File: src/hdl/vfcm_pkg.sv
// ============================================================================
// vfcm_pkg
// Shared widths, request codes, face codes and the face corner table of the
// voxel face culling mesher.
// ============================================================================
package vfcm_pkg;

    // default chunk edge length in voxels
    localparam int MAX_SIDE_DEF = 16;

    // field widths
    localparam int MODE_W  = 2;
    localparam int COORD_W = 4;
    localparam int VERT_W  = 5;
    localparam int TYPE_W  = 8;
    localparam int FACE_W  = 3;
    localparam int IDX_W   = 18;
    localparam int SIDE_W  = 5;   // side_length register
    localparam int SUSE_W  = 6;   // saturated side, holds up to 32

    localparam int NFACE = 6;
    localparam int NVERT = 6;

    typedef logic [TYPE_W-1:0]  t_type;
    typedef logic [IDX_W-1:0]   t_vidx;
    typedef logic [SUSE_W-1:0]  t_side;

    // request codes
    localparam logic [MODE_W-1:0] MODE_WRITE = 2'd0;
    localparam logic [MODE_W-1:0] MODE_MESH  = 2'd1;
    localparam logic [MODE_W-1:0] MODE_CLEAR = 2'd2;

    // face codes, also the neighbor test order
    localparam logic [FACE_W-1:0] FACE_TOP    = 3'd0;  // +y
    localparam logic [FACE_W-1:0] FACE_BOTTOM = 3'd1;  // -y
    localparam logic [FACE_W-1:0] FACE_LEFT   = 3'd2;  // -x
    localparam logic [FACE_W-1:0] FACE_RIGHT  = 3'd3;  // +x
    localparam logic [FACE_W-1:0] FACE_BACK   = 3'd4;  // -z
    localparam logic [FACE_W-1:0] FACE_FRONT  = 3'd5;  // +z

    // reset contents of the store and the side register
    localparam t_type                SOLID_RESET = 8'd1;
    localparam logic [SIDE_W-1:0]    SIDE_RESET  = 5'd16;

    // corner offsets per face and vertex, packed as {dx, dy, dz}
    localparam logic [2:0] CORNER [0:NFACE-1][0:NVERT-1] = '{
        '{3'b010, 3'b011, 3'b111, 3'b010, 3'b111, 3'b110},
        '{3'b000, 3'b101, 3'b001, 3'b000, 3'b100, 3'b101},
        '{3'b000, 3'b011, 3'b010, 3'b000, 3'b001, 3'b011},
        '{3'b100, 3'b110, 3'b111, 3'b100, 3'b111, 3'b101},
        '{3'b000, 3'b010, 3'b110, 3'b000, 3'b110, 3'b100},
        '{3'b001, 3'b111, 3'b011, 3'b001, 3'b101, 3'b111}
    };

endpackage

File: src/hdl/vfcm_in_if.sv
// ============================================================================
// vfcm_in_if
// Request channel: valid/ready handshake with the request payload.
// ============================================================================
interface vfcm_in_if;

    logic                             valid;
    logic                             ready;
    logic [vfcm_pkg::MODE_W-1:0]      mode;
    logic [vfcm_pkg::COORD_W-1:0]     pos_x;
    logic [vfcm_pkg::COORD_W-1:0]     pos_y;
    logic [vfcm_pkg::COORD_W-1:0]     pos_z;
    logic [vfcm_pkg::TYPE_W-1:0]      new_type;

    modport source (
        output valid, mode, pos_x, pos_y, pos_z, new_type,
        input  ready
    );

    modport sink (
        input  valid, mode, pos_x, pos_y, pos_z, new_type,
        output ready
    );

endinterface

File: src/hdl/vfcm_out_if.sv
// ============================================================================
// vfcm_out_if
// Vertex channel: valid/ready handshake with one vertex or marker per beat.
// ============================================================================
interface vfcm_out_if;

    logic                             valid;
    logic                             ready;
    logic [vfcm_pkg::VERT_W-1:0]      vert_x;
    logic [vfcm_pkg::VERT_W-1:0]      vert_y;
    logic [vfcm_pkg::VERT_W-1:0]      vert_z;
    logic [vfcm_pkg::TYPE_W-1:0]      cell_type;
    logic [vfcm_pkg::FACE_W-1:0]      face_id;
    logic                             vertex_valid;
    logic [vfcm_pkg::IDX_W-1:0]       vertex_index;
    logic                             last;

    modport source (
        output valid, vert_x, vert_y, vert_z, cell_type, face_id,
               vertex_valid, vertex_index, last,
        input  ready
    );

    modport sink (
        input  valid, vert_x, vert_y, vert_z, cell_type, face_id,
               vertex_valid, vertex_index, last,
        output ready
    );

endinterface

File: src/hdl/vfcm_ctrl.sv
// ============================================================================
// vfcm_ctrl
// Request sequencer: store clearing pass, voxel writes, neighbor scan through
// the store read port, face vertex emission and the output register.
// ============================================================================
module vfcm_ctrl #(
    parameter int MAX_SIDE = vfcm_pkg::MAX_SIDE_DEF,
    parameter int DEPTH    = vfcm_pkg::MAX_SIDE_DEF ** 3,
    parameter int AW       = 12
) (
    input  logic                         i_clk,
    input  logic                         i_rst_n,
    vfcm_in_if.sink                      i_in,
    vfcm_out_if.source                   o_out,
    input  vfcm_pkg::t_side              i_side,
    output logic                         o_ram_we,
    output logic [AW-1:0]                o_ram_waddr,
    output vfcm_pkg::t_type              o_ram_wdata,
    output logic                         o_ram_re,
    output logic [AW-1:0]                o_ram_raddr,
    input  vfcm_pkg::t_type              i_ram_rdata
);

    // state codes
    localparam logic [2:0] ST_CLEAR  = 3'd0;
    localparam logic [2:0] ST_IDLE   = 3'd1;
    localparam logic [2:0] ST_SCAN   = 3'd2;
    localparam logic [2:0] ST_DECIDE = 3'd3;
    localparam logic [2:0] ST_EMIT   = 3'd4;
    localparam logic [2:0] ST_MARK   = 3'd5;

    localparam logic [2:0] LAST_VERT = 3'(vfcm_pkg::NVERT - 1);
    localparam logic [2:0] LAST_STEP = 3'(vfcm_pkg::NFACE);

    // store address: x + MAX_SIDE*z + MAX_SIDE*MAX_SIDE*y
    function automatic logic [AW-1:0] addr_of(input logic [4:0] x,
                                              input logic [4:0] y,
                                              input logic [4:0] z);
        return AW'(x) + AW'(MAX_SIDE) * AW'(z) + AW'(MAX_SIDE * MAX_SIDE) * AW'(y);
    endfunction

    // lowest set face bit
    function automatic logic [2:0] lowest(input logic [5:0] v);
        logic [2:0] res;
        res = '0;
        for (int i = 5; i >= 0; i--) begin
            if (v[i]) begin
                res = 3'(i);
            end
        end
        return res;
    endfunction

    logic [2:0]              r_state, n_state;
    logic [AW-1:0]           r_clr_addr, n_clr_addr;
    logic [3:0]              r_x, r_y, r_z, n_x, n_y, n_z;
    logic [2:0]              r_step, n_step;
    logic                    r_pend_oob, n_pend_oob;
    vfcm_pkg::t_type         r_type, n_type;
    logic [5:0]              r_empty, n_empty;
    logic [2:0]              r_face, n_face;
    logic [2:0]              r_vert, n_vert;
    vfcm_pkg::t_vidx         r_count, n_count;

    // output register
    logic                    r_out_valid;
    logic [4:0]              r_vx, r_vy, r_vz;
    vfcm_pkg::t_type         r_otype;
    logic [2:0]              r_oface;
    logic                    r_ovalid;
    vfcm_pkg::t_vidx         r_oidx;
    logic                    r_olast;

    logic                    can_load;
    logic                    load_vtx;
    logic                    load_mark;
    logic                    req_inside;
    logic [4:0]              nb_x, nb_y, nb_z;
    logic                    nb_oob;
    logic [5:0]              m_hi;
    logic [2:0]              cur_corner;

    assign i_in.ready = (r_state == ST_IDLE);
    assign can_load   = !r_out_valid || o_out.ready;

    assign req_inside = ({2'b00, i_in.pos_x} < i_side) && ({2'b00, i_in.pos_y} < i_side)
                     && ({2'b00, i_in.pos_z} < i_side);

    // neighbor of the held voxel for the face being scanned
    always_comb begin
        nb_x   = {1'b0, r_x};
        nb_y   = {1'b0, r_y};
        nb_z   = {1'b0, r_z};
        nb_oob = 1'b1;
        unique case (r_step)
            vfcm_pkg::FACE_TOP: begin
                nb_y   = {1'b0, r_y} + 5'd1;
                nb_oob = ({1'b0, nb_y} >= i_side);
            end
            vfcm_pkg::FACE_BOTTOM: begin
                nb_y   = {1'b0, r_y} - 5'd1;
                nb_oob = (r_y == '0);
            end
            vfcm_pkg::FACE_LEFT: begin
                nb_x   = {1'b0, r_x} - 5'd1;
                nb_oob = (r_x == '0);
            end
            vfcm_pkg::FACE_RIGHT: begin
                nb_x   = {1'b0, r_x} + 5'd1;
                nb_oob = ({1'b0, nb_x} >= i_side);
            end
            vfcm_pkg::FACE_BACK: begin
                nb_z   = {1'b0, r_z} - 5'd1;
                nb_oob = (r_z == '0);
            end
            vfcm_pkg::FACE_FRONT: begin
                nb_z   = {1'b0, r_z} + 5'd1;
                nb_oob = ({1'b0, nb_z} >= i_side);
            end
            default: nb_oob = 1'b1;
        endcase
    end

    // exposed faces after the current one
    always_comb begin
        for (int i = 0; i < 6; i++) begin
            m_hi[i] = r_empty[i] && (3'(i) > r_face);
        end
    end

    assign cur_corner = vfcm_pkg::CORNER[r_face][r_vert];

    // sequencer
    always_comb begin
        n_state     = r_state;
        n_clr_addr  = r_clr_addr;
        n_x         = r_x;
        n_y         = r_y;
        n_z         = r_z;
        n_step      = r_step;
        n_pend_oob  = r_pend_oob;
        n_type      = r_type;
        n_empty     = r_empty;
        n_face      = r_face;
        n_vert      = r_vert;
        n_count     = r_count;
        o_ram_we    = 1'b0;
        o_ram_waddr = r_clr_addr;
        o_ram_wdata = vfcm_pkg::SOLID_RESET;
        o_ram_re    = 1'b0;
        o_ram_raddr = addr_of(nb_x, nb_y, nb_z);
        load_vtx    = 1'b0;
        load_mark   = 1'b0;
        unique case (r_state)
            ST_CLEAR: begin
                // fill every entry with solid type one
                o_ram_we   = 1'b1;
                n_clr_addr = r_clr_addr + 1'b1;
                if (r_clr_addr == AW'(DEPTH - 1)) begin
                    n_state = ST_IDLE;
                end
            end
            ST_IDLE: begin
                if (i_in.valid) begin
                    case (i_in.mode)
                        vfcm_pkg::MODE_WRITE: begin
                            o_ram_we    = req_inside;
                            o_ram_waddr = addr_of({1'b0, i_in.pos_x}, {1'b0, i_in.pos_y},
                                                  {1'b0, i_in.pos_z});
                            o_ram_wdata = i_in.new_type;
                        end
                        vfcm_pkg::MODE_MESH: begin
                            n_x        = i_in.pos_x;
                            n_y        = i_in.pos_y;
                            n_z        = i_in.pos_z;
                            n_step     = '0;
                            n_pend_oob = 1'b0;
                            if (req_inside) begin
                                o_ram_re    = 1'b1;
                                o_ram_raddr = addr_of({1'b0, i_in.pos_x}, {1'b0, i_in.pos_y},
                                                      {1'b0, i_in.pos_z});
                                n_state     = ST_SCAN;
                            end else begin
                                n_type  = '0;
                                n_state = ST_MARK;
                            end
                        end
                        vfcm_pkg::MODE_CLEAR: n_count = '0;
                        default: ;
                    endcase
                end
            end
            ST_SCAN: begin
                // step 0 returns the center, steps 1..6 the neighbors
                if (r_step == '0) begin
                    n_type = i_ram_rdata;
                end
                for (int i = 0; i < 6; i++) begin
                    if (r_step == 3'(i + 1)) begin
                        n_empty[i] = r_pend_oob || (i_ram_rdata == '0);
                    end
                end
                if (r_step != LAST_STEP) begin
                    o_ram_re   = !nb_oob;
                    n_pend_oob = nb_oob;
                    n_step     = r_step + 3'd1;
                end else begin
                    n_state = ST_DECIDE;
                end
            end
            ST_DECIDE: begin
                if ((r_type != '0) && (|r_empty)) begin
                    n_face  = lowest(r_empty);
                    n_vert  = '0;
                    n_state = ST_EMIT;
                end else begin
                    n_state = ST_MARK;
                end
            end
            ST_EMIT: begin
                if (can_load) begin
                    load_vtx = 1'b1;
                    n_count  = r_count + 1'b1;
                    if (r_vert == LAST_VERT) begin
                        if (|m_hi) begin
                            n_face = lowest(m_hi);
                            n_vert = '0;
                        end else begin
                            n_state = ST_IDLE;
                        end
                    end else begin
                        n_vert = r_vert + 3'd1;
                    end
                end
            end
            ST_MARK: begin
                if (can_load) begin
                    load_mark = 1'b1;
                    n_state   = ST_IDLE;
                end
            end
            default: n_state = ST_IDLE;
        endcase
    end

    // control registers
    always_ff @(posedge i_clk) begin
        if (!i_rst_n) begin
            r_state    <= ST_CLEAR;
            r_clr_addr <= '0;
            r_count    <= '0;
        end else begin
            r_state    <= n_state;
            r_clr_addr <= n_clr_addr;
            r_count    <= n_count;
        end
    end

    // request context
    always_ff @(posedge i_clk) begin
        r_x        <= n_x;
        r_y        <= n_y;
        r_z        <= n_z;
        r_step     <= n_step;
        r_pend_oob <= n_pend_oob;
        r_type     <= n_type;
        r_empty    <= n_empty;
        r_face     <= n_face;
        r_vert     <= n_vert;
    end

    // output beat valid
    always_ff @(posedge i_clk) begin
        if (!i_rst_n) begin
            r_out_valid <= 1'b0;
        end else if (load_vtx || load_mark) begin
            r_out_valid <= 1'b1;
        end else if (o_out.ready) begin
            r_out_valid <= 1'b0;
        end
    end

    // output beat payload
    always_ff @(posedge i_clk) begin
        if (load_vtx) begin
            r_vx     <= {1'b0, r_x} + {4'd0, cur_corner[2]};
            r_vy     <= {1'b0, r_y} + {4'd0, cur_corner[1]};
            r_vz     <= {1'b0, r_z} + {4'd0, cur_corner[0]};
            r_otype  <= r_type;
            r_oface  <= r_face;
            r_ovalid <= 1'b1;
            r_oidx   <= r_count;
            r_olast  <= (r_vert == LAST_VERT) && !(|m_hi);
        end else if (load_mark) begin
            r_vx     <= '0;
            r_vy     <= '0;
            r_vz     <= '0;
            r_otype  <= r_type;
            r_oface  <= '0;
            r_ovalid <= 1'b0;
            r_oidx   <= r_count;
            r_olast  <= 1'b1;
        end
    end

    assign o_out.valid        = r_out_valid;
    assign o_out.vert_x       = r_vx;
    assign o_out.vert_y       = r_vy;
    assign o_out.vert_z       = r_vz;
    assign o_out.cell_type    = r_otype;
    assign o_out.face_id      = r_oface;
    assign o_out.vertex_valid = r_ovalid;
    assign o_out.vertex_index = r_oidx;
    assign o_out.last         = r_olast;

endmodule

File: src/flat_wrapper.sv
// flat-port wrapper written by rule: the top's interface ports become plain ports
module vfcm_ctrl_flat 
#(
    parameter int MAX_SIDE = vfcm_pkg::MAX_SIDE_DEF,
    parameter int DEPTH    = vfcm_pkg::MAX_SIDE_DEF ** 3,
    parameter int AW       = 12
)
  (i_clk, i_rst_n, i_side, o_ram_we, o_ram_waddr, o_ram_wdata, o_ram_re, o_ram_raddr, i_ram_rdata, i_in_valid, i_in_mode, i_in_pos_x, i_in_pos_y, i_in_pos_z, i_in_new_type, i_in_ready, o_out_valid, o_out_vert_x, o_out_vert_y, o_out_vert_z, o_out_cell_type, o_out_face_id, o_out_vertex_valid, o_out_vertex_index, o_out_last, o_out_ready);
  vfcm_in_if i_in_i ();
  vfcm_out_if o_out_i ();
  input  logic i_clk;
  input  logic i_rst_n;
  input  vfcm_pkg::t_side i_side;
  output logic o_ram_we;
  output logic [AW-1:0] o_ram_waddr;
  output vfcm_pkg::t_type o_ram_wdata;
  output logic o_ram_re;
  output logic [AW-1:0] o_ram_raddr;
  input  vfcm_pkg::t_type i_ram_rdata;
  input wire logic [$bits(i_in_i.valid)-1:0] i_in_valid;
  input wire logic [$bits(i_in_i.mode)-1:0] i_in_mode;
  input wire logic [$bits(i_in_i.pos_x)-1:0] i_in_pos_x;
  input wire logic [$bits(i_in_i.pos_y)-1:0] i_in_pos_y;
  input wire logic [$bits(i_in_i.pos_z)-1:0] i_in_pos_z;
  input wire logic [$bits(i_in_i.new_type)-1:0] i_in_new_type;
  output wire logic [$bits(i_in_i.ready)-1:0] i_in_ready;
  output wire logic [$bits(o_out_i.valid)-1:0] o_out_valid;
  output wire logic [$bits(o_out_i.vert_x)-1:0] o_out_vert_x;
  output wire logic [$bits(o_out_i.vert_y)-1:0] o_out_vert_y;
  output wire logic [$bits(o_out_i.vert_z)-1:0] o_out_vert_z;
  output wire logic [$bits(o_out_i.cell_type)-1:0] o_out_cell_type;
  output wire logic [$bits(o_out_i.face_id)-1:0] o_out_face_id;
  output wire logic [$bits(o_out_i.vertex_valid)-1:0] o_out_vertex_valid;
  output wire logic [$bits(o_out_i.vertex_index)-1:0] o_out_vertex_index;
  output wire logic [$bits(o_out_i.last)-1:0] o_out_last;
  input wire logic [$bits(o_out_i.ready)-1:0] o_out_ready;
  assign i_in_i.valid = i_in_valid;
  assign i_in_i.mode = i_in_mode;
  assign i_in_i.pos_x = i_in_pos_x;
  assign i_in_i.pos_y = i_in_pos_y;
  assign i_in_i.pos_z = i_in_pos_z;
  assign i_in_i.new_type = i_in_new_type;
  assign i_in_ready = i_in_i.ready;
  assign o_out_valid = o_out_i.valid;
  assign o_out_vert_x = o_out_i.vert_x;
  assign o_out_vert_y = o_out_i.vert_y;
  assign o_out_vert_z = o_out_i.vert_z;
  assign o_out_cell_type = o_out_i.cell_type;
  assign o_out_face_id = o_out_i.face_id;
  assign o_out_vertex_valid = o_out_i.vertex_valid;
  assign o_out_vertex_index = o_out_i.vertex_index;
  assign o_out_last = o_out_i.last;
  assign o_out_i.ready = o_out_ready;
  vfcm_ctrl #(.MAX_SIDE(MAX_SIDE), .DEPTH(DEPTH), .AW(AW)) u_core (.i_clk(i_clk), .i_rst_n(i_rst_n), .i_in(i_in_i), .o_out(o_out_i), .i_side(i_side), .o_ram_we(o_ram_we), .o_ram_waddr(o_ram_waddr), .o_ram_wdata(o_ram_wdata), .o_ram_re(o_ram_re), .o_ram_raddr(o_ram_raddr), .i_ram_rdata(i_ram_rdata));
endmodule
File: config.mk
export PLATFORM = sky130hd
export DESIGN_NAME = vfcm_ctrl_flat
export DESIGN_NICKNAME = d
export VERILOG_FILES = /design/src/hdl/vfcm_pkg.sv /design/src/hdl/vfcm_in_if.sv /design/src/hdl/vfcm_out_if.sv /design/src/hdl/vfcm_ctrl.sv /design/src/flat_wrapper.sv
export SDC_FILE = /design/constraint.sdc
export NUM_CORES = 1
export LEC_CHECK = 0
export ABC_AREA = 1
export BUFFER_PORTS_ARGS = -buffer_cell sky130_fd_sc_hd__buf_4
export CORE_UTILIZATION = 47
export CTS_CLUSTER_SIZE = 12
export DETAILED_ROUTE_END_ITERATION = 10
export GPL_TIMING_DRIVEN = 0
export PLACE_DENSITY = 0.69
export SKIP_CTS_REPAIR_TIMING = 1
export SLEW_MARGIN = 20
export SYNTH_ARGS = -nofsm -noshare
export SYNTH_HDL_FRONTEND = slang
export SYNTH_SLANG_ARGS = --single-unit
export TNS_END_PERCENT = 50
File: constraint.sdc
create_clock -name i_clk -period 5.6 [get_ports i_clk]
set_clock_uncertainty 0.15 [all_clocks]
set_input_delay 0.28 -clock i_clk [delete_from_list [all_inputs] [get_ports i_clk]]
set_output_delay 0.28 -clock i_clk [all_outputs]
set_load 0.03 [all_outputs]
# Word level (Yosys, flattened, before mapping)
# Memories as Yosys holds them, arrays and structs flattened.
# Index checks and enable logic that the tools add are counted.
# classes
add_sub_neg,17
n_lt_le_gt_ge,14
eq_ne,31
mux,94
n_bitwise,2
reduce_logical,44
# ops
op,n
18-bit 2-to-1 mux,7
3-bit 2-to-1 mux,36
12-bit 2-to-1 mux,7
8-bit 2-to-1 mux,9
18-bit case mux with 2 select lines,1
12-bit adder,2
5-bit 2-to-1 mux,4
"2-bit by 1-bit != test with 1-bit output, second input constant",10
5-bit case mux with 2 select lines,2
"18-bit by 1-bit adder with 18-bit output, second input constant",1
"3-bit equality test, second input constant",6
5-bit by 6-bit greater-or-equal comparator with 1-bit output,3
4-bit by 6-bit < comparator with 1-bit output,3
3-bit case mux with 2 select lines,3
3-bit case mux with 6 select lines,1
1-bit 2-to-1 mux,17
8-bit case mux with 2 select lines,1
4-bit by 1-bit adder with 5-bit output,3
"4-bit by 1-bit adder with 5-bit output, second input constant",3
"12-bit by 1-bit adder with 12-bit output, second input constant",1
"12-bit equality test, second input constant",1
"3-bit by 2-bit equality test with 1-bit output, second input constant",4
4-bit logical NOT,3
2-bit AND reduction,6
other kinds (32),68
# word_totals
reg_bits,116
romBits,144
in_bits,40
wordCells,229
memories,1
# memory_table
memory,words,width,read_ports,rd_clocked_by_memory_dff,write_ports,line_no,rtl
(no name shown),8,18,1,0,0,vfcm_ctrl.sv:131,assign cur_corner = vfcm_pkg::CORNER[r_face][r_vert];

# Logic depth before layout (Yosys ltp)
# depth
word_depth,12
depth_mapped,19

# Worst setup path before layout
# Ideal clock, no wire load.
# synth_path
kind,flip-flop to output port
from,register u_core.r_step[2]
to,output o_ram_raddr[10]
t_arrival_ns,3.130
required_ns,5.170
slack_ns,2.040
path_stages_with_launch,13
path_cell_list,edfxtp_1 -> clkbuf_1 -> nor2_1 -> a21boi_0 -> ha_1 -> ha_1 -> nand2_1 -> nor2_1 -> xnor2_1 -> ha_1 -> fa_1 -> xor2_1 -> o21ai_0
# synth_between
elab_chain_cells,8
elab_cells_between_ends,15
classes_between,2 x add/sub; 5 x eq/ne; 7 x mux; 1 x reduce/logical
# synth_lines
element,line_no,rtl
start: declaration,vfcm_ctrl.sv:57,"logic [2:0] r_step, n_step;"
start signal: assignment,vfcm_ctrl.sv:264,r_step <= n_step;
3-bit by 2-bit equality test with 1-bit output / 3-bit equality test (equally long branches),vfcm_ctrl.sv:95,unique case (r_step)
5-bit case mux with 2 select lines,vfcm_ctrl.sv:95,
5-bit by 9-bit adder with 10-bit output,vfcm_ctrl.sv:39,return AW'(x) + AW'(MAX_SIDE) * AW'(z) + AW'(MAX_SIDE * MAX_SIDE) * AW'(y);
12-bit adder *,vfcm_ctrl.sv:39,
12-bit 2-to-1 mux,vfcm_ctrl.sv:178,if (req_inside) begin
12-bit 2-to-1 mux,vfcm_ctrl.sv:165,case (i_in.mode)
12-bit 2-to-1 mux,vfcm_ctrl.sv:164,if (i_in.valid) begin
12-bit 2-to-1 mux *,vfcm_ctrl.sv:154,unique case (r_state)
end: declaration,flat_wrapper.sv:18,output logic [AW-1:0] o_ram_raddr;
# Mark *: on every way between the ends. The rest lies on a longest branch, timed or not.

# Worst setup path in the final report
# layout_path
from,register u_core.r_step[2]
to,output o_ram_raddr[11]
# Same word-level chain as after synthesis.

==> results.cfg <==
[outcome]
run_status = complete, but fails checks
violations = design-rule violations

[die]
io_pins = 122
std_cell_rows = 44
chip_width_um = 125
chipHeight_um = 125
floorplan.die_area_um2 = 15600
floorplan.core_area_um2 = 14600
initial_utilization = 0.486

[placed_design]
dp.final_hpwl_mm = 13.4
worst_setup_timing_slack_at_the_placement_stage_ns = 1.98
detailed_place.area_um2 = 8280
gp_congestion = 0.891
io_buffer_count = 121

[timing]
min_period_ns = 4.07
worst_slew_pin_slew_ns = 0.978
clock.fmax_mhz = 246
period_share = 0.727
setup_viol = 0
slew_headroom = 0.346
setup_repair_after_global_routing_missed_its_margin = no
finalSetupTns_ns = 0
finalWorstSetupSlack_ns = 1.53
hold_slack_ns = 0.0208
final_hold_viol_count = 0
final-max-slew-violation-count = 0

[finish]
multiInputGateArea_um2 = 3370
fillers = 1319
post-route-cell-area_um2 = 8990
layout.nets = 1144
layout-drive-gt1-share = 0.171
insertedDiodeCount = 0
layout-area-overhead-vs-synth_pct = 26.4
utilization = 0.614
sequential_cell_area_um2 = 3130

[synth]
synth-seq-area-share = 0.440
post_synth.cell_area_avg_um2 = 7.96
postSynth.asyncResetShare = 0
top_ff_cell_synth = edfxtp_1
postSynthCellCount = 894
yosys.area.top_type_share = 0.342
postSynthNetCount = 991
synth-warning-count = 0
post_synth_instance_area_um2 = 7110
yosys.cell_types.count = 51
synth.cells.most_frequent = nand2_1 (203), inv_1 (137), nor2_1 (111)
synth.ff_latch_count = 116
synth-edff-count = 81
synth_most_common_cell = nand2_1
yosys.area.top_type = edfxtp_1
largest_cells_by_area_after_synthesis = edfxtp_1 (34%), nand2_1 (11%), dfxtp_1 (9.9%)

[worst_setup_path]
timing.critical_path.to = o_ram_raddr[11]
crit_path_max_fanout = 10
crit_path_cell_trace = clkbuf_1 > nor2_1 > a21boi_0 > ha_1 > inv_1 > nor2_1 > nand2_1 > nor3_1 > ha_1 > a21oi_1 > nand3b_1 > nand3_1 > nand2_1 > nor2_1 > nor2_1 > buf_4
worstSetupPathDepth = 16
worstSetupPathType = flip-flop to output port
rr_worst_depth = 12
critical_path.endpoint_type = output port
crit_top_cell = nor2_1
reg2reg_from = u_core.r_face[0]
regToRegEndpoint = u_core.o_out.vert_x[2]
timing.critical_path.slowest_cell_delay_ns = 0.47
worst-path-buf-inv = 3
critPathTopFamily = simple AND/OR/NAND/NOR gates
start_kind = flip-flop
regToRegSetupSlack_ns = 2.89
worst_ep_required_time_ns = 5.17
critical_path.startpoint = u_core.r_step[2]
critPathSlowestCell = nor2_1
critPathArrivalTime_ns = 3.64

[clock_network]
cts_made_buffers = 17
cts-root-buf = clkbuf_16
cts.reportedPaths.clkPinSlew_ns = 0.05
tritoncts = built
clock_latency_ns = 0.42
htreeDepth = 4
cts.sinks = 116
maximum_clock_path_buffer_count = 2

[route]
via_density_per_instance = 5.11
dr_pass1_iterations = 8
route.detailed.drc = 8
post_drt_wl_per_cell_um = 14.1
drt_wl_total_mm = 17.6
first_iter_violations = 368
dr_total_vias = 6360
drtAntennaViolNets = 0

[min_path]
hold_class = primary input to flip-flop
min_path_cells = 3

[global_route]
number_of_global_route_vias_before_repair = 5894
grt_pass1_wl_mm = 28.8
gr-usage-all-layers = 0.234
number_of_antenna_violations_at_the_first_check_in_global_routing = 0
global_route.overflow_total = 0
grt_max_degree = 28

[pwr]
cellPowerDensity_nw_per_um2 = 279
vdd_ir_drop_max_v = 0.000209
static-leakage-power_nw = 4.11

[job]
max_cap_violations = 0
registers in the layout, summed over array words and instances (netlist names):
register,cells
u_core.o_out.vert_z,5
u_core.o_out.vertex_index,18
u_core.r_count,18
u_core.o_out.vert_x,5
u_core.r_vert,3
u_core.r_face,3
u_core.o_out.cell_type,8
u_core.o_out.valid,1
u_core.o_out.vertex_valid,1
u_core.r_step,3
u_core.r_x,4
u_core.r_y,4
u_core.r_z,4
u_core.o_out.vert_y,5
u_core.r_state,3
u_core.r_pend_oob,1
u_core.o_out.face_id,3
u_core.o_out.last,1
u_core.r_clr_addr,12
u_core.r_type,8
u_core.r_empty,6
how the worst min path moves through the flow:
stage,from,endpoint,slack (ns)
after floorplan,i_in_pos_x[0],u_core.r_x[0],0.23
after global placement,u_core.r_count[17],u_core.o_out.vertex_index[17],0.26
after detailed placement,u_core.r_count[15],u_core.o_out.vertex_index[15],0.27
after CTS,i_in_pos_y[0],u_core.r_y[0],-0.11
after global routing,i_ram_rdata[2],u_core.r_type[2],0.03
final,i_ram_rdata[4],u_core.r_type[4],0.02
final cells by class:
class | instances | share of cell area
Multi-Input combinational cell | 618 | 0.375
Sequential cell | 116 | 0.348
Timing Repair Buffer | 134 | 0.117
Inverter | 142 | 0.0593
Clock buffer | 18 | 0.0477
Tap cell | 184 | 0.0256
Clock inverter | 14 | 0.0181
Buffer | 18 | 0.00960
tightest hold or removal path, cell delays in order:
cell and delay, ns:
buf_4 0.08, inv_1 0.03, nor2_1 0.08
layout by cell type, fill, tap and decap left out, drive strengths merged, types with 2 or more instances in the layout:
master	count
a21oi	47
xnor2	5
nand4	14
o31ai	2
o21bai	2
or2	4
bufinv	3
a221oi	3
o211ai	3
o21a	5
a21boi	2
dlygate4sd3	12
a31o	2
nor2	116
nor3	21
ha	56
edfxtp	81
inv	141
buf	130
a31oi	2
clkbuf	28
nand3	41
clkinvlp	5
nand2	205
a211oi	2
o21ai	59
clkinv	7
nor4	6
dfxtp	35
nand3b	2
xor2	9
stage by stage:
stage / total power [mW] / std cells
4_1_cts: 2.51 / 1232
2_1_floorplan: 1.27 / 894
5_1_grt: 2.61 / 1244
3_5_place_dp: 1.43 / 1200
3_3_place_gp: 1.42 / 1199
6_report: 2.51 / 1244
power by group:
part	switching [mW]	internal, mW
registers	0.0257	0.955
logic	0.291	0.151
clock network	0.389	0.694
cell families after synthesis:
kind of cell | count (synthesis) | synth area share
xor gates and xnor gates | 14 | 0.0172
adders and majority gates | 57 | 0.101
DFF | 116 | 0.440
buffers and inverters | 160 | 0.0871
AOI/OAI and AO/OA | 136 | 0.110
and+or+nand+nor | 411 | 0.244
routing by layer:
layer / vias up / global-route usage / wire length (um)
met5: - / 0 / 0
met4: 0 / 0.0753 / 217
met3: 19 / 0.0552 / 1050
met2: 186 / 0.391 / 8430
met1: 2894 / 0.298 / 7890
li1: 3261 / - / -
(Power assumes the default switching activity.)
